## src/hw/rtl/fpr_pkg.sv

```systemverilog
package fpr_pkg;

	localparam int FRAMES      = 16;
	localparam int PAGE_BITS   = 16;
	localparam int CFG_W       = 5;
	localparam int COUNT_W     = 16;
	localparam int FRAME_IDX_W = (FRAMES > 1) ? $clog2(FRAMES) : 1;

	localparam logic [CFG_W-1:0]   FRAME_COUNT_RST = CFG_W'(4);
	localparam logic [COUNT_W-1:0] COUNT_MAX       = '1;

	localparam logic CMD_REQUEST = 1'b0;
	localparam logic CMD_CLEAR   = 1'b1;

	typedef enum logic [2:0] {
		ST_IDLE,
		ST_RD,
		ST_CMP,
		ST_SH_RD,
		ST_SH_WR,
		ST_LOAD,
		ST_FINISH
	} state_t;

endpackage

```

## src/hw/rtl/fpr_if.sv

```systemverilog
interface fpr_req_if;
	logic                          valid;
	logic                          ready;
	logic                          command;
	logic [fpr_pkg::PAGE_BITS-1:0] page;

	modport source (output valid, output command, output page, input ready);
	modport sink   (input valid, input command, input page, output ready);
endinterface

interface fpr_rsp_if;
	logic                        valid;
	logic                        ready;
	logic                        fault;
	logic [fpr_pkg::COUNT_W-1:0] fault_count;

	modport source (output valid, output fault, output fault_count, input ready);
	modport sink   (input valid, input fault, input fault_count, output ready);
endinterface

```

## src/hw/rtl/fifo_page_replacement.sv

```systemverilog
// FIFO page replacement over up to FRAMES resident frames.
//
// req channel carries one word per command: a page request or a clear.
// rsp channel returns one word per command: the fault flag and the
// saturating fault count after that command.
// cfg_we/cfg_wdata set the number of frames in use; write only while idle.
//
// Pages sit in a single-port-read, single-port-write RAM with a registered
// read; the search walks the frames one read at a time and a miss
// moves the frames down by one through the same RAM port.
// A clear goes straight to the response; a page request reads and compares
// the frames in order and, on a miss, shifts them down and loads the page.
// One command is in flight at a time and the next is taken in the cycle after
// the response word is loaded.
//
// Reset empties all frames (valid bits in flip-flops), zeroes the count and
// sets four frames in use. The page RAM itself is not cleared.
// The response sits in an output register; a new command is taken while it
// waits, and a finished command holds until the register is free.
module fifo_page_replacement (
	input  logic                     clk,
	input  logic                     arst_n,
	input  logic                     cfg_we,
	input  logic [fpr_pkg::CFG_W-1:0] cfg_wdata,
	fpr_req_if.sink                  req,
	fpr_rsp_if.source                rsp
);

	import fpr_pkg::*;

	state_t state_q, state_d;

	logic [CFG_W-1:0]       frame_count_q;
	logic [FRAME_IDX_W-1:0] last_d;
	logic [FRAME_IDX_W-1:0] last_q;
	logic [FRAME_IDX_W-1:0] idx_q;
	logic [PAGE_BITS-1:0]   page_q;
	logic [FRAMES-1:0]      valid_q;
	logic [FRAMES-1:0]      valid_shift;
	logic [COUNT_W-1:0]     total_q;
	logic                   res_fault_q;

	logic                   out_valid_q;
	logic                   out_fault_q;
	logic [COUNT_W-1:0]     out_count_q;

	logic                   ram_we;
	logic [FRAME_IDX_W-1:0] ram_waddr;
	logic [PAGE_BITS-1:0]   ram_wdata;
	logic                   ram_re;
	logic [FRAME_IDX_W-1:0] ram_raddr;
	logic [PAGE_BITS-1:0]   ram_rdata;

	logic                   accept;
	logic                   hit;
	logic                   out_free;

	fpr_page_ram #(
		.DEPTH (FRAMES),
		.WIDTH (PAGE_BITS),
		.AW    (FRAME_IDX_W)
	) u_page_ram (
		.clk   (clk),
		.we    (ram_we),
		.waddr (ram_waddr),
		.wdata (ram_wdata),
		.re    (ram_re),
		.raddr (ram_raddr),
		.rdata (ram_rdata)
	);

	// clamp frames in use to 1..FRAMES, kept as index of youngest frame
	always_comb begin
		if (frame_count_q == '0) begin
			last_d = '0;
		end else if (32'(frame_count_q) > FRAMES) begin
			last_d = FRAME_IDX_W'(FRAMES - 1);
		end else begin
			last_d = FRAME_IDX_W'(frame_count_q - 1'b1);
		end
	end

	always_comb begin
		for (int i = 0; i < FRAMES - 1; i++) begin
			if (FRAME_IDX_W'(i) < last_q) begin
				valid_shift[i] = valid_q[i+1];
			end else if (FRAME_IDX_W'(i) == last_q) begin
				valid_shift[i] = 1'b1;
			end else begin
				valid_shift[i] = valid_q[i];
			end
		end
		valid_shift[FRAMES-1] = (FRAME_IDX_W'(FRAMES - 1) == last_q) ? 1'b1
			: valid_q[FRAMES-1];
	end

	assign accept   = req.valid && req.ready;
	assign hit      = valid_q[idx_q] && (ram_rdata == page_q);
	assign out_free = !out_valid_q || rsp.ready;

	always_comb begin
		state_d   = state_q;
		req.ready = 1'b0;
		ram_we    = 1'b0;
		ram_waddr = idx_q;
		ram_wdata = ram_rdata;
		ram_re    = 1'b0;
		ram_raddr = idx_q;
		unique case (state_q)
			ST_IDLE: begin
				req.ready = 1'b1;
				if (req.valid) begin
					state_d = (req.command == CMD_CLEAR) ? ST_FINISH : ST_RD;
				end
			end
			ST_RD: begin
				ram_re  = 1'b1;
				state_d = ST_CMP;
			end
			ST_CMP: begin
				priority if (hit) begin
					state_d = ST_FINISH;
				end else if (idx_q == last_q) begin
					state_d = (last_q == '0) ? ST_LOAD : ST_SH_RD;
				end else begin
					state_d = ST_RD;
				end
			end
			ST_SH_RD: begin
				ram_re    = 1'b1;
				ram_raddr = idx_q + 1'b1;
				state_d   = ST_SH_WR;
			end
			ST_SH_WR: begin
				ram_we  = 1'b1;
				state_d = (idx_q + 1'b1 == last_q) ? ST_LOAD : ST_SH_RD;
			end
			ST_LOAD: begin
				ram_we    = 1'b1;
				ram_waddr = last_q;
				ram_wdata = page_q;
				state_d   = ST_FINISH;
			end
			ST_FINISH: begin
				if (out_free) begin
					state_d = ST_IDLE;
				end
			end
			default: begin
				state_d = ST_IDLE;
			end
		endcase
	end

	always_ff @(posedge clk or negedge arst_n) begin
		if (!arst_n) begin
			state_q <= ST_IDLE;
		end else begin
			state_q <= state_d;
		end
	end

	always_ff @(posedge clk or negedge arst_n) begin
		if (!arst_n) begin
			frame_count_q <= FRAME_COUNT_RST;
		end else if (cfg_we) begin
			frame_count_q <= cfg_wdata;
		end
	end

	always_ff @(posedge clk or negedge arst_n) begin
		if (!arst_n) begin
			valid_q     <= '0;
			total_q     <= '0;
			res_fault_q <= 1'b0;
		end else begin
			if (accept && req.command == CMD_CLEAR) begin
				valid_q     <= '0;
				total_q     <= '0;
				res_fault_q <= 1'b0;
			end else if (state_q == ST_CMP && hit) begin
				res_fault_q <= 1'b0;
			end else if (state_q == ST_LOAD) begin
				valid_q     <= valid_shift;
				res_fault_q <= 1'b1;
				if (total_q != COUNT_MAX) begin
					total_q <= total_q + 1'b1;
				end
			end
		end
	end

	always_ff @(posedge clk) begin
		if (accept) begin
			page_q <= req.page;
			last_q <= last_d;
			idx_q  <= '0;
		end else if (state_q == ST_CMP) begin
			idx_q <= (idx_q == last_q) ? '0 : idx_q + 1'b1;
		end else if (state_q == ST_SH_WR) begin
			idx_q <= idx_q + 1'b1;
		end
	end

	// response word register
	always_ff @(posedge clk or negedge arst_n) begin
		if (!arst_n) begin
			out_valid_q <= 1'b0;
		end else if (state_q == ST_FINISH && out_free) begin
			out_valid_q <= 1'b1;
		end else if (rsp.ready) begin
			out_valid_q <= 1'b0;
		end
	end

	always_ff @(posedge clk) begin
		if (state_q == ST_FINISH && out_free) begin
			out_fault_q <= res_fault_q;
			out_count_q <= total_q;
		end
	end

	assign rsp.valid       = out_valid_q;
	assign rsp.fault       = out_fault_q;
	assign rsp.fault_count = out_count_q;

	a_load_counts: assert property (@(posedge clk) disable iff (!arst_n)
		state_q == ST_LOAD && total_q != COUNT_MAX |=> total_q == $past(total_q) + 1'b1)
		else $error("fault count did not rise on a miss");

	a_search_range: assert property (@(posedge clk) disable iff (!arst_n)
		(state_q == ST_RD || state_q == ST_CMP) |-> idx_q <= last_q)
		else $error("search index beyond frames in use");

	a_shift_range: assert property (@(posedge clk) disable iff (!arst_n)
		(state_q == ST_SH_RD || state_q == ST_SH_WR) |-> idx_q < last_q)
		else $error("shift index beyond frames in use");

	a_clear_empties: assert property (@(posedge clk) disable iff (!arst_n)
		accept && req.command == CMD_CLEAR |=> valid_q == '0 && total_q == '0)
		else $error("clear left frames or count");

	a_load_youngest: assert property (@(posedge clk) disable iff (!arst_n)
		state_q == ST_LOAD |=> valid_q[$past(last_q)])
		else $error("youngest frame not marked after load");

endmodule

```

## src/hw/rtl/fpr_page_ram.sv

```systemverilog
module fpr_page_ram #(
	parameter int DEPTH = 16,
	parameter int WIDTH = 16,
	parameter int AW    = (DEPTH > 1) ? $clog2(DEPTH) : 1
) (
	input  logic             clk,
	input  logic             we,
	input  logic [AW-1:0]    waddr,
	input  logic [WIDTH-1:0] wdata,
	input  logic             re,
	input  logic [AW-1:0]    raddr,
	output logic [WIDTH-1:0] rdata
);

	logic [WIDTH-1:0] mem [DEPTH];

	always_ff @(posedge clk) begin
		if (we) begin
			mem[waddr] <= wdata;
		end
	end

	always_ff @(posedge clk) begin
		if (re) begin
			rdata <= mem[raddr];
		end
	end

endmodule
```

## src/flat_wrapper.sv

```systemverilog
// flat-port wrapper written by rule: the top's interface ports become plain ports
module fifo_page_replacement_flat import fpr_pkg::*;
  (clk, arst_n, cfg_we, cfg_wdata, req_valid, req_command, req_page, req_ready, rsp_valid, rsp_fault, rsp_fault_count, rsp_ready);
  fpr_req_if req_i ();
  fpr_rsp_if rsp_i ();
  input  logic clk;
  input  logic arst_n;
  input  logic cfg_we;
  input  logic [fpr_pkg::CFG_W-1:0] cfg_wdata;
  input wire logic [$bits(req_i.valid)-1:0] req_valid;
  input wire logic [$bits(req_i.command)-1:0] req_command;
  input wire logic [$bits(req_i.page)-1:0] req_page;
  output wire logic [$bits(req_i.ready)-1:0] req_ready;
  output wire logic [$bits(rsp_i.valid)-1:0] rsp_valid;
  output wire logic [$bits(rsp_i.fault)-1:0] rsp_fault;
  output wire logic [$bits(rsp_i.fault_count)-1:0] rsp_fault_count;
  input wire logic [$bits(rsp_i.ready)-1:0] rsp_ready;
  assign req_i.valid = req_valid;
  assign req_i.command = req_command;
  assign req_i.page = req_page;
  assign req_ready = req_i.ready;
  assign rsp_valid = rsp_i.valid;
  assign rsp_fault = rsp_i.fault;
  assign rsp_fault_count = rsp_i.fault_count;
  assign rsp_i.ready = rsp_ready;
  fifo_page_replacement u_core (.clk(clk), .arst_n(arst_n), .cfg_we(cfg_we), .cfg_wdata(cfg_wdata), .req(req_i), .rsp(rsp_i));
endmodule
```

## config.mk

```make
export PLATFORM = sky130hd
export DESIGN_NAME = fifo_page_replacement_flat
export DESIGN_NICKNAME = d
export VERILOG_FILES = /design/src/hw/rtl/fpr_pkg.sv /design/src/hw/rtl/fpr_if.sv /design/src/hw/rtl/fifo_page_replacement.sv /design/src/hw/rtl/fpr_page_ram.sv /design/src/flat_wrapper.sv
export SDC_FILE = /design/constraint.sdc
export NUM_CORES = 1
export LEC_CHECK = 0
export ABC_CLOCK_PERIOD_IN_PS = 3300
export BUFFER_PORTS_ARGS = -buffer_cell sky130_fd_sc_hd__clkbuf_2
export CORE_UTILIZATION = 48
export CTS_BUF_LIST = sky130_fd_sc_hd__clkbuf_4 sky130_fd_sc_hd__clkbuf_8 sky130_fd_sc_hd__clkbuf_16
export CTS_CLUSTER_DIAMETER = 60
export DETAILED_ROUTE_END_ITERATION = 8
export PLACE_DENSITY = 0.63
export REMOVE_ABC_BUFFERS = 1
export SLEW_MARGIN = 25
export SYNTH_ARGS = -nofsm -noshare
export SYNTH_HDL_FRONTEND = slang
export SYNTH_SLANG_ARGS = --single-unit
```

## constraint.sdc

```tcl
create_clock -name clk -period 3.3 [get_ports clk]
set_clock_uncertainty 0.15 [all_clocks]
set_input_delay 0.165 -clock clk [delete_from_list [all_inputs] [get_ports clk]]
set_output_delay 0.165 -clock clk [all_outputs]
set_load 0.005 [all_outputs]
```

Yosys cells after proc, flatten, opt, wreduce, memory -nomap -nowiden
Memory sizes are Yosys's and may differ from the RTL's. A register that Yosys moved wholly into a read port is not among the register bits.
Index checks and enable logic that the tools add are counted.
{ "op_classes": {"n_addsub": 3, "mul": 0, "div_mod_pow": 0, "magnitude_cmp": 17, "eq_ne": 28, "n_shift": 0, "n_mux": 65, "bitwise_logic": 0, "reduce_logical": 51} }
{ "op_table": {"columns": ["cell", "n"], "rows": [
  ["16-bit two-way mux", 8],
  ["3-bit AND reduction", 17],
  ["3-bit nonzero test", 16],
  ["1-bit two-way mux", 42],
  ["4-bit equality test (first input constant)", 8],
  ["4-bit < comparator (first input constant)", 7],
  ["4-bit two-way mux", 6],
  ["3-bit two-way mux", 7],
  ["3-bit one-hot mux with 7 select lines", 1],
  ["16-bit by 1-bit adder with 16-bit output (second input constant)", 1],
  ["16-bit equality test", 1],
  ["3-bit by 4-bit equality test with 1-bit output (first input constant)", 4],
  ["3-bit by 4-bit < comparator with 1-bit output (first input constant)", 4],
  ["16-bit != test (second input constant)", 1],
  ["2-bit nonzero test", 5],
  ["3-bit equality test (second input constant)", 3],
  ["2-bit by 4-bit equality test with 1-bit output (first input constant)", 2],
  ["4-bit equality test", 2],
  ["1-bit by 4-bit < comparator with 1-bit output (first input constant)", 2],
  ["2-bit by 4-bit < comparator with 1-bit output (first input constant)", 2],
  ["3-bit by 2-bit equality test with 1-bit output (second input constant)", 2],
  ["5-bit greater-than comparator (second input constant)", 1],
  ["1-bit logical AND", 5],
  ["5-bit logical NOT", 1],
  ["other kinds (14)", 16]
]} }
{ "totals": {"ff_bits": 83, "latch_bits": 0, "ram_bits": 256, "romBits": 0, "inputBits": 27, "out_inout_bits": 19, "elab_cells": 191, "n_memories": 1} }
{ "mem_list": {"columns": ["memory", "words", "width", "read_ports", "rd_clocked_by_memory_dff", "wr", "line_no", "source"], "rows": [
  ["u_core.u_page_ram.mem", 16, 16, 1, 1, 1, "fpr_page_ram.sv:15", "logic [WIDTH-1:0] mem [DEPTH];"]
]} }

Longest topological paths before layout
Gate-level depths: netlist (run 1).
{ "logic_depth": {"ltp_word": 6, "depth_mapped": 8} }

By module
From an unflattened synthesis (run 1), not the netlist that was laid out.
{ "unflattened": {"cells_unflattened": 851, "hier_area_um2": 14450.1} }
{ "modules_own_cells": {"columns": ["module", "instances", "cells_per_inst", "area_per_inst_um2"], "rows": [
  ["fpr_page_ram", 1, 432, 10202.3],
  ["fifo_page_replacement", 1, 419, 4247.8]
]} }

Worst setup path after synthesis (run 1)
Ideal clock, no wire load.
{ "synth_timing": {"kind": "register to register", "from": "reg u_core.idx_q[0]", "to": "reg u_core.u_page_ram.rdata[10] (read register of u_core.u_page_ram.mem) (data pin)", "setup_time_ns": 0.267, "arrival_ns": 2.289, "required_time_ns": 2.883, "slack_ns": 0.594, "stages_incl_launch_ff": 9, "n_path_buf": 2, "synth_period_minus_slack_ns": 2.706, "path_cell_list": "dfxtp_1 -> ha_1 -> nand4b_1 -> xnor2_2 -> clkbuf_1 -> buf_2 -> mux4_2 -> o21ai_0 -> nand4_1"} }
{ "synth_between": {"elab_chain_cells": 2} }
{ "synth_lines": {"columns": ["element", "line_no", "source"], "rows": [
  ["from (decl)", "fifo_page_replacement.sv:36", "logic [FRAME_IDX_W-1:0] idx_q;"],
  ["from (signal assigned)", "fifo_page_replacement.sv:199", "idx_q <= (idx_q == last_q) ? '0 : idx_q + 1'b1;"],
  ["from (signal assigned)", "fifo_page_replacement.sv:201", "idx_q <= idx_q + 1'b1;"],
  ["4-bit by 1-bit adder with 4-bit output", "fifo_page_replacement.sv:131", "ram_raddr = idx_q + 1'b1;"],
  ["4-bit two-way mux *", "fifo_page_replacement.sv:109", "unique case (state_q)"],
  ["to (decl)", "fpr_page_ram.sv:12", "output logic [WIDTH-1:0] rdata"]
]} }
Every way passes the cells marked *; elsewhere a longest branch is shown, timed or not.
A chain may end at the register's enable or synchronous reset.

Worst setup path in the final report (run 1)
{ "layout_timing": {"from": "reg u_core.state_q[1]", "to": "mem u_core.u_page_ram.mem[7][8], enable pin"} }
{ "layout_between": {"elab_chain_cells": 5} }
{ "layout_lines": {"columns": ["element", "line_no", "source"], "rows": [
  ["from (decl)", "fifo_page_replacement.sv:31", "state_t state_q, state_d;"],
  ["from (signal assigned)", "fifo_page_replacement.sv:159", "state_q <= state_d;"],
  ["3-bit equality test", "fifo_page_replacement.sv:109", null],
  ["2-bit OR reduction (no source line)", null, null],
  ["1-bit two-way mux", "fifo_page_replacement.sv:109", null],
  ["1-bit two-way mux", "fpr_page_ram.sv:18", "if (we) begin"],
  ["1-bit two-way mux (not written as such)", "fpr_page_ram.sv:19", "mem[waddr] <= wdata;"],
  ["to (decl)", "fpr_page_ram.sv:15", null]
]} }
Several ways; a longest one is shown, not always the timed one.

==> summary.txt, run 1 <==
Drt
  – Initial DRC Count: 813
  – WL/cell: 22.5 um
  – Vias: 8196
  – Post-route DRC: 0
  – Final ANT Viol Nets: 0
  – DR pass1 iterations: 7
  – Routed WL: 32300 um
  – Via-to-Cell Ratio: 5.71

Layout
  – Final Cell Area: 17200 um2
  – Antenna Cells: 0
  – Fillers: 2318
  – Share of cells above drive strength 1: 23.0%
  – Layout net count: 1047
  – FF+latch area: 10400 um2
  – Commonest non-fill, non-tap cell in the layout: edfxtp_1
  – Commonest non-fill, non-tap cells in the layout: edfxtp_1, nand2_1, mux4_2, o21ai_0
  – Footprint of the multi-input gates: 4070 um2
  – Synthesis-to-layout area growth: 16.8%

STA
  – Actual slew at the worst max-slew pin: 0.970 ns
  – Final TNS setup: 0 ns
  – Final worst path period share: 85.3%
  – Hold slack: 0.0683 ns
  – Max-slew headroom: 35.3%
  – Fmax: 355 MHz
  – RSZ-0062 raised after global routing: false
  – Final Setup Violations: 0
  – Min Tclk post-route: 2.82 ns
  – Max Slew Vio Count: 0
  – Hold Vio Cnt, Final: 0

Clock network
  – Longest Clk Path Bufs: 3
  – Setup bufs post-CTS: 0
  – TritonCTS Buffers: 38
  – Post-CTS sizing: 0
  – Clk sinks: 355
  – Clk Latency, worst-skew pair: 0.53 ns
  – CTS H-tree lvls: 2
  – CTS Root Cell: clkbuf_16
  – CTS tree: built
  – Clock transition at the registers of the reported paths: 0.06 ns

Floorplanning
  – Core area: 29900 um2
  – Std cell rows: 63
  – I/O pin cnt: 46
  – Die footprint: 31300 um2
  – Chip width: 177 um
  – Initial Utilization: 49.2%
  – Die Ht: 177 um

Synth
  – Register bit total from synthesis: 355
  – Sequential share of the synthesized area: 70.9%
  – Syn. warnings: 0
  – Ys flop type: edfxtp_1
  – Syn Inst Count: 904
  – Synthesized area: 14700 um2
  – EDFF count, synth: 309
  – Async set-reset flop share out of synthesis: 11.8%
  – Unique masters post-synth: 59
  – Synth Area per Inst: 16.3 um2

Placed design
  – DP Area: 15600 um2
  – PortBufs: 45
  – Hpwl dp: 19100 um
  – GP Congestion: 0.807

Power
  – Leak pwr: 5.92 nW
  – VDD IR max: 0.545 mV
  – Power per Cell Area: 856 nW/um2

Critical path
  – Critical-path maximum fanout: 27
  – Register-to-Register Path Depth: 6
  – Critical Setup Path Class: reg -> reg
  – Data arrival, critical path: 2.88 ns
  – Critical R2R Launch: u_core.state_q[1]
  – Worst R2R End: u_core.u_page_ram.mem[7][8]
  – Setup crit end: u_core.u_page_ram.mem[7][8]
  – Crit. End Element: register
  – Startpoint Class: register
  – CP Launch Point: u_core.state_q[1]
  – Reg-to-reg slack, setup: 0.48 ns
  – CP required: 3.37 ns

Job
  – Max cap viols: 0

Status
  – Status: finished, final reports clean

Global routing
  – Vias in the first global route: 8264
  – First-pass GRT wire length: 49500 um
  – Total GRT Usage: 21.5%
  – Initial antenna violation count: 0
  – Largest net degree at the start of global routing: 45
  – Global route overflow: 0

Min path
  – Worst hold path class: in -> async
[sequential cells by signal (all words and copies together) (netlist names), 3 cells and up]
name / flops
u_core.u_page_ram.mem: 256
u_core.rsp.fault_count: 16
u_core.state_q: 3
u_core.last_q: 4
u_core.frame_count_q: 5
u_core.page_q: 16
u_core.valid_q: 16
u_core.u_page_ram.rdata: 16
u_core.idx_q: 4
u_core.total_q: 16
[layer usage]
layer  vias up  routed length (um)  part of all wire, %  track usage (%)
met5         -                   0                    0                0
met4         0                 854                  2.6             6.36
met3        57                2110                  6.5             3.80
met2       238               16000                   49             35.2
met1      4170               13400                   41             29.6
li1       3731                   -                    -                -
[cells in the mapped netlist (all sizes together) (9+ instances only)]
master | count | share of area (%)
clkbuf | 29 | 0.74
nand3 | 12 | 0.41
nor4 | 9 | 0.38
inv | 13 | 0.33
a21oi | 22 | 0.75
mux4 | 68 | 11
buf | 17 | 0.94
nand2b | 21 | 0.89
xor2 | 25 | 1.5
xnor2 | 15 | 1.1
nor3 | 18 | 0.61
nand4 | 21 | 0.89
o21ai | 53 | 1.8
dfrtp | 41 | 7.0
nand2 | 82 | 2.1
nor2 | 60 | 1.5
edfxtp | 309 | 63
a31oi | 9 | 0.38
[worst min path at each step]
| stage | start | endpoint | slack (ns) | cells after the start |
|---|---|---|---|---|
| 6_report | arst_n | u_core.frame_count_q[3] | 0.07 | 2 |
| 5_1_grt | arst_n | u_core.frame_count_q[0] | 0.13 | 2 |
| 4_1_cts | arst_n | u_core.frame_count_q[3] | 0.09 | 2 |
| 3_5_place_dp | arst_n | u_core.frame_count_q[3] | 0.1 | 1 |
| 3_3_place_gp | req_page[12] | u_core.page_q[12] | 0.19 | 1 |
| 2_1_floorplan | arst_n | u_core.frame_count_q[0] | -0.28 | 0 |
[power by group]
group	total (mW)	switching (mW)	internal [mW]	leakage, nW
Clock	4.16	1.68	2.48	0.611
Combinational	4.13	2.37	1.76	1.92
Sequential	6.40	0.346	6.06	3.39
[through the flow]
step | utilization (%) | std cells | power (mW) | setup slack (ns)
after floorplan | - | 858 | 9.28 | -0.726
after global placement | 52.2 | 1334 | 10.5 | 0.523
after detailed placement | 52.2 | 1334 | 10.6 | 0.467
after CTS | 57.4 | 1435 | 14.8 | 0.464
after global routing | 57.4 | 1435 | 15.4 | 0.316
final | 57.4 | 1435 | 14.7 | 0.485
[worst max-delay path, cell delays in order, from the launching register on]
cell      delay [ns]
dfrtp_1         0.51
nand3b_1        0.36
buf_4           0.34
nor2_1          0.17
a31oi_1         0.13
nor2_2          0.56
buf_4           0.29
[final cells by class]
cell class,count,area share (%)
sequential,355,60.7
multi-input combinational,489,23.7
clock buffer,48,6.08
timing repair buffer,119,5.34
tap,390,2.84
clock inverter,20,1.02
inverter,14,0.306
[timing repair]
item / 4_1_cts / 5_1_grt
endpoints found under the hold margin: 71 / 0
setup endpoints to repair: 0 / 0
hold buffers: 33 / 0
[logic make-up (layout without fill, tap and decap cells)]
family / count (synthesis) / in the layout / synth area share [%]
flops: 355 / 355 / 70.9
simple gates: 257 / 257 / 8.56
mux: 77 / 77 / 11.2
buf+inv: 60 / 201 / 2.04
compound gates: 110 / 110 / 4.37
xor+xnor: 40 / 40 / 2.56
fa+ha+maj: 5 / 5 / 0.392
(Power assumes the default switching activity.)
==> run 2, diff against run 1 <==
--- a/config.mk
+++ b/config.mk
@@ -12,7 +12,6 @@
 export CTS_CLUSTER_DIAMETER = 60
 export DETAILED_ROUTE_END_ITERATION = 8
 export PLACE_DENSITY = 0.63
-export REMOVE_ABC_BUFFERS = 1
 export SLEW_MARGIN = 25
 export SYNTH_ARGS = -nofsm -noshare
 export SYNTH_HDL_FRONTEND = slang
==> summary.txt, run 2 (same netlist as run 1, synthesis figures left out) <==
Drt
  – Met3 wire length: 2340 um (was 2110 um)
  – WL/cell: 22.6 um (was 22.5 um)
  – DR pass1 iterations: 5 (was 7)
  – Via-to-Cell Ratio: 5.75 (was 5.71)
  – Routed WL: 32700 um (was 32300 um)
  – Met2 WL: 16300 um (was 16000 um)
  – Met1 Wirelength: 13400 um (about the same)
  – Final ANT Viol Nets: 0 (unchanged)
  – Post-route DRC: 0 (unchanged)
  – Top Layer Used: met4 (unchanged)
  – Vias: 8328 (was 8196)
  – Initial DRC Count: 826 (was 813)

Critical path
  – Critical Setup Path Class: reg -> reg (unchanged)
  – Data arrival, critical path: 2.84 ns (was 2.88 ns)
  – CP required: 3.42 ns (was 3.37 ns)
  – Crit. End Element: register (unchanged)
  – Startpoint Class: register (unchanged)
  – Critical-path maximum fanout: 38 (was 27)

Global routing
  – Total GRT Usage: 21.7% (was 21.5%)
  – Vias in the first global route: 8308 (was 8264)
  – Largest net degree at the start of global routing: 43 (was 45)
  – First-pass GRT wire length: 49700 um (was 49500 um)
  – Initial antenna violation count: 0 (unchanged)
  – Global route overflow: 0 (unchanged)

STA
  – Final TNS setup: 0 ns (unchanged)
  – Fmax: 369 MHz (was 355 MHz)
  – Final worst path period share: 82.1% (was 85.3%)
  – Min Tclk post-route: 2.71 ns (was 2.82 ns)
  – Actual slew at the worst max-slew pin: 0.771 ns (was 0.970 ns)
  – Final Setup Violations: 0 (unchanged)
  – Hold Vio Cnt, Final: 0 (unchanged)
  – Final WS setup: 0.589 ns (was 0.485 ns)
  – Max Slew Vio Count: 0 (unchanged)
  – Max-slew headroom: 48.1% (was 35.3%)
  – RSZ-0062 raised after global routing: false (unchanged)

Power
  – VDD IR max: 0.478 mV (was 0.545 mV)
  – Pint: 10.6 mW (was 10.3 mW)
  – Leak pwr: 6.02 nW (was 5.92 nW)
  – Power per Cell Area: 867 nW/um2 (was 856 nW/um2)
  – Clock power share: 29.2% (was 28.3%)
  – Switching power: 4.49 mW (was 4.40 mW)
  – Power share of the sequential group: 42.6% (was 43.6%)
  – Comb pwr share: 28.3% (was 28.1%)
  – Switching Share: 29.8% (was 29.9%)

Clock network
  – Clk sinks: 355 (unchanged)
  – CTS H-tree lvls: 2 (unchanged)
  – CTS Root Cell: clkbuf_16 (unchanged)
  – Clk Latency, worst-skew pair: 0.52 ns (was 0.53 ns)
  – Post-CTS sizing: 0 (unchanged)
  – CTS tree: built (unchanged)
  – Longest Clk Path Bufs: 3 (unchanged)
  – TritonCTS Buffers: 40 (was 38)
  – Clock transition at the registers of the reported paths: 0.06 ns (about the same)

Floorplanning
  – Initial Utilization: 49.2% (unchanged)
  – Chip width: 177 um (unchanged)
  – Core area: 29900 um2 (unchanged)
  – Die footprint: 31300 um2 (unchanged)
  – I/O pin cnt: 46 (unchanged)
  – Die Ht: 177 um (unchanged)
  – Std cell rows: 63 (unchanged)

Layout
  – Commonest non-fill, non-tap cell in the layout: edfxtp_1 (unchanged)
  – Largest register FFs: 256 (unchanged)
  – Commonest non-fill, non-tap cells in the layout: edfxtp_1, nand2_1, mux4_2, o21ai_0 (unchanged)
  – Layout net count: 1059 (was 1047)
  – Antenna Cells: 0 (unchanged)
  – Synthesis-to-layout area growth: 18.3% (was 16.8%)
  – Util after Layout: 58.2% (was 57.4%)
  – Share of cells above drive strength 1: 24.1% (was 23.0%)
  – Top reg by flops: u_core.u_page_ram.mem (unchanged)
  – Final Cell Area: 17400 um2 (was 17200 um2)
  – Fillers: 2250 (was 2318)

Placed design
  – Setup slack at placement: 0.661 ns (was 0.467 ns)
  – DP Area: 15700 um2 (was 15600 um2)
  – PortBufs: 45 (unchanged)
  – GP Congestion: 0.817 (was 0.807)
  – Hpwl dp: 19500 um (was 19100 um)

Status
  – Status: finished, final reports clean (unchanged)

Min path
  – Worst hold path class: in -> async (unchanged)

Synth
  – Synth Net Count: 934

Job
  – Max cap viols: 0 (unchanged)
==> run 2: timing repair <==
action	CTS	global route
hold buffers	33	0
hold endpoints to repair	71	0
buffers inserted	0	0
==> run 2: per-layer routing <==
metal  global-route usage [%]  vias up
li1                         -     3764
met1                     28.7     4219
met2                     36.3      295
met3                     4.40       50
met4                     6.25        0
met5                        0        -
==> run 2: critical path, stage by stage, from the launching register on <==
cell and delay (ns):
dfrtp_1 0.51, and3b_1 0.44, xnor2_4 0.19, buf_12 0.33, mux4_2 0.57, o21ai_0 0.12
nand4_1 0.12
==> run 2: path summary, 6_finish.rpt <==
kind / startpoint / endpoint / slack, ns / depth (start not counted)
max in group asynchronous: arst_n / u_core.valid_q[12] / 2.52 / 2
max: u_core.state_q[0] / u_core.u_page_ram.rdata[12] / 0.59 / 6
min: arst_n / u_core.frame_count_q[0] / 0.06 / 2
min in group clk: req_page[14] / u_core.page_q[14] / 0.20 / 2
max reg2reg: u_core.state_q[0] / u_core.u_page_ram.rdata[12] / 0.59 / 6
min reg2reg: u_core.total_q[9] / u_core.rsp.fault_count[9] / 0.31 / 0
==> run 2: final cells by class <==
type	count	area, um2	area share (%)
well taps	390	488	2.81
clock inverters	25	254	1.46
multi-input cells	489	4060	23.4
clock buffers	47	1070	6.16
inverters	14	52.6	0.302
flip-flops and latches	355	10400	59.9
repair buffers	129	1040	5.99
==> run 2: power by group through the flow <==
stage | clock (mW) | combinational, mW | sequential [mW]
3_5_place_dp | 0 | 4.24 | 6.49
5_1_grt | 4.64 | 4.63 | 6.46
3_3_place_gp | 0 | 4.17 | 6.48
2_1_floorplan | 0 | 3.08 | 6.35
6_report | 4.39 | 4.26 | 6.41
4_1_cts | 4.48 | 4.29 | 6.40
==> run 2: stage by stage <==
| stage | instances | total power, mW | hold slack (ns) |
|---|---|---|---|
| detailed placement | 1344 | 10.7 | 0.0915 |
| floorplan | 904 | 9.43 | -0.281 |
| global route | 1449 | 15.7 | 0.129 |
| CTS | 1449 | 15.2 | 0.0917 |
| global placement | 1344 | 10.7 | 0.191 |
| finish | 1449 | 15.1 | 0.0649 |
==> run 3, diff against run 2 <==
--- a/config.mk
+++ b/config.mk
@@ -5,7 +5,7 @@
 export SDC_FILE = /design/constraint.sdc
 export NUM_CORES = 1
 export LEC_CHECK = 0
-export ABC_CLOCK_PERIOD_IN_PS = 3300
+export ABC_CLOCK_PERIOD_IN_PS = 2650
 export BUFFER_PORTS_ARGS = -buffer_cell sky130_fd_sc_hd__clkbuf_2
 export CORE_UTILIZATION = 48
 export CTS_BUF_LIST = sky130_fd_sc_hd__clkbuf_4 sky130_fd_sc_hd__clkbuf_8 sky130_fd_sc_hd__clkbuf_16
==> constraint.sdc (replaced) <==
create_clock -name clk -period 2.65 [get_ports clk]
set_clock_uncertainty 0.15 [all_clocks]
set_input_delay 0.1325 -clock clk [delete_from_list [all_inputs] [get_ports clk]]
set_output_delay 0.1325 -clock clk [all_outputs]
set_load 0.005 [all_outputs]
==> summary.txt, run 3 (same netlist as run 1, synthesis figures left out) <==
STA
  – Max-slew headroom: 44.2% (was 48.1%)
  – Hold Vio Cnt, Final: 0 (unchanged)
  – Final TNS setup: 0 ns (unchanged)
  – Final WS setup: 0.115 ns (was 0.589 ns)
  – Final Setup Violations: 0 (unchanged)
  – Fmax: 395 MHz (was 369 MHz)
  – RSZ-0062 raised after global routing: false (unchanged)
  – Hold slack: 0.0311 ns (was 0.0649 ns)
  – Final worst path period share: 95.6% (was 82.1%)
  – Max Slew Vio Count: 0 (unchanged)
  – Actual slew at the worst max-slew pin: 0.828 ns (was 0.771 ns)
  – Min Tclk post-route: 2.53 ns (was 2.71 ns)

Clock network
  – TritonCTS Buffers: 39 (was 40)
  – CTS tree: built (unchanged)
  – Clock transition at the registers of the reported paths: 0.06 ns (about the same)
  – CTS Root Cell: clkbuf_16 (unchanged)
  – Longest Clk Path Bufs: 3 (unchanged)
  – CTS H-tree lvls: 2 (unchanged)
  – Clk Latency, worst-skew pair: 0.52 ns (about the same)
  – Clk sinks: 355 (unchanged)

Drt
  – Final ANT Viol Nets: 0 (unchanged)
  – Vias: 8311 (was 8328)
  – Top Layer Used: met4 (unchanged)
  – Initial DRC Count: 753 (was 826)
  – Post-route DRC: 0 (unchanged)
  – Via-to-Cell Ratio: 5.72 (was 5.75)
  – WL/cell: 22.8 um (was 22.6 um)
  – Met2 WL: 16400 um (was 16300 um)
  – Routed WL: 33100 um (was 32700 um)
  – Met1 Wirelength: 14000 um (was 13400 um)
  – Met3 wire length: 2060 um (was 2340 um)
  – DR pass1 iterations: 4 (was 5)

Layout
  – Antenna Cells: 0 (unchanged)
  – Top reg by flops: u_core.u_page_ram.mem (unchanged)
  – Commonest non-fill, non-tap cells in the layout: edfxtp_1, nand2_1, mux4_2, o21ai_0 (unchanged)
  – Synthesis-to-layout area growth: 19.4% (was 18.3%)
  – Layout net count: 1067 (was 1059)
  – Largest register FFs: 256 (unchanged)
  – Commonest non-fill, non-tap cell in the layout: edfxtp_1 (unchanged)
  – Final Cell Area: 17500 um2 (was 17400 um2)
  – Share of cells above drive strength 1: 24.5% (was 24.1%)

Global routing
  – Largest net degree at the start of global routing: 43 (unchanged)
  – Global route overflow: 0 (unchanged)
  – First-pass GRT wire length: 50800 um (was 49700 um)
  – Total GRT Usage: 22.1% (was 21.7%)
  – Initial antenna violation count: 0 (unchanged)
  – Vias in the first global route: 8532 (was 8308)

Floorplanning
  – Std cell rows: 63 (unchanged)
  – Core area: 29900 um2 (unchanged)
  – Initial Utilization: 49.2% (unchanged)
  – Die footprint: 31300 um2 (unchanged)
  – I/O pin cnt: 46 (unchanged)
  – Chip width: 177 um (unchanged)
  – Die Ht: 177 um (unchanged)

Power
  – Switching power: 5.58 mW (was 4.49 mW)
  – VDD IR max: 0.475 mV (was 0.478 mV)
  – Pint: 13.1 mW (was 10.6 mW)
  – Comb pwr share: 29.7% (was 28.3%)
  – Clock power share: 27.8% (was 29.2%)
  – Power per Cell Area: 1070 nW/um2 (was 867 nW/um2)
  – Switching Share: 29.8% (about the same)
  – Leak pwr: 6.06 nW (was 6.02 nW)
  – Power share of the sequential group: 42.5% (was 42.6%)

Critical path
  – Delay-heaviest family, CP: simple AND/OR/NAND/NOR gates (was multiplexers)
  – Critical Path Slowest Stage Cell: nand3b_1 (was mux4_2)
  – CP Cell Sequence: buf_4 > nand3b_1 > buf_4 > nor2_1 > a31oi_1 > nor2_2 > buf_12 (was and3b_1 > xnor2_4 > buf_12 > mux4_2 > o21ai_0 > nand4_1)
  – Reg-to-reg slack, setup: 0.12 ns (was 0.59 ns)
  – Buf/Inv on CP: 3 (was 1)
  – Startpoint Class: register (unchanged)
  – Critical Setup Path Class: reg -> reg (unchanged)
  – Critical-path maximum fanout: 16 (was 38)
  – Data arrival, critical path: 2.61 ns (was 2.84 ns)
  – Most used cell, CP: buf_4
  – Max incr delay on CP: 0.43 ns (was 0.57 ns)
  – Crit. End Element: register (unchanged)
  – CP required: 2.72 ns (was 3.42 ns)

Placed design
  – GP Congestion: 0.780 (was 0.817)
  – PortBufs: 45 (unchanged)
  – Hpwl dp: 19300 um (was 19500 um)
  – Setup slack at placement: -0.0736 ns (was 0.661 ns)
  – DP Area: 15900 um2 (was 15700 um2)

Synth
  – Synth Net Count: 934 (unchanged)

Job
  – Max cap viols: 0 (unchanged)

Min path
  – Worst hold path class: in -> async (unchanged)

Status
  – Status: finished, final reports clean (unchanged)
run 3: cell count changes in the layout (fill, tap and decap cells not counted), sizes merged:
cell | before | now
buf | 51 | 60
bufinv | 4 | 2
clkinv | 14 | 12
clkinvlp | 5 | 3
inv | 16 | 17
run 3: layer usage:
metal | up-vias | track usage, %
li1 | 3785 | -
met1 | 4227 | 30.0
met2 | 249 | 36.8
met3 | 50 | 3.59
met4 | 0 | 6.43
met5 | - | 0
run 3: through the flow:
stage	util [%]	std cells	power (mW)
2_1_floorplan	-	904	11.8
3_3_place_gp	53.3	1348	13.4
3_5_place_dp	53.3	1348	13.5
4_1_cts	58.7	1453	18.9
5_1_grt	58.7	1453	19.6
6_report	58.7	1453	18.7
run 3: worst paths after layout:
check,startpoint,to,cells after the start
max,u_core.state_q[1],u_core.u_page_ram.mem[3][8],7
min,arst_n,u_core.valid_q[10],2
max reg2reg,u_core.state_q[1],u_core.u_page_ram.mem[3][8],7
min reg2reg,u_core.total_q[9],u_core.rsp.fault_count[9],0
max in group asynchronous,arst_n,u_core.total_q[7],2
min in group clk,req_page[9],u_core.page_q[9],2
run 3: what timing repair did:
action	CTS	global route
pin swaps	2	2
setup buffers	5	0
hold endpoints to repair	71	0
resized for setup	0	2
setup endpoints to repair	16	29
hold buffers	33	0
run 3: area by class of cell:
cell class / count / area [um2]
clock buffers: 47 / 1060
repair buffers: 138 / 1300
fillers: 2243 / 12300
well taps: 390 / 488
flip-flops and latches: 355 / 10400
multi-input cells: 489 / 4060
inverters: 14 / 52.6
clock inverters: 20 / 178
run 3: power by group through the flow:
stage / clock (mW) / combinational, mW / sequential (mW)
floorplan: 0 / 3.85 / 7.90
global placement: 0 / 5.32 / 8.04
detailed placement: 0 / 5.42 / 8.06
CTS: 5.29 / 5.62 / 7.95
global route: 5.50 / 6.07 / 8.02
finish: 5.19 / 5.57 / 7.95
run 3: worst register-to-register path, stage by stage, from the launching register on:
cell      delay [ns]
dfrtp_1         0.37
buf_4           0.17
nand3b_1        0.43
buf_4           0.34
nor2_1          0.18
a31oi_1         0.14
nor2_2          0.23
buf_12          0.21
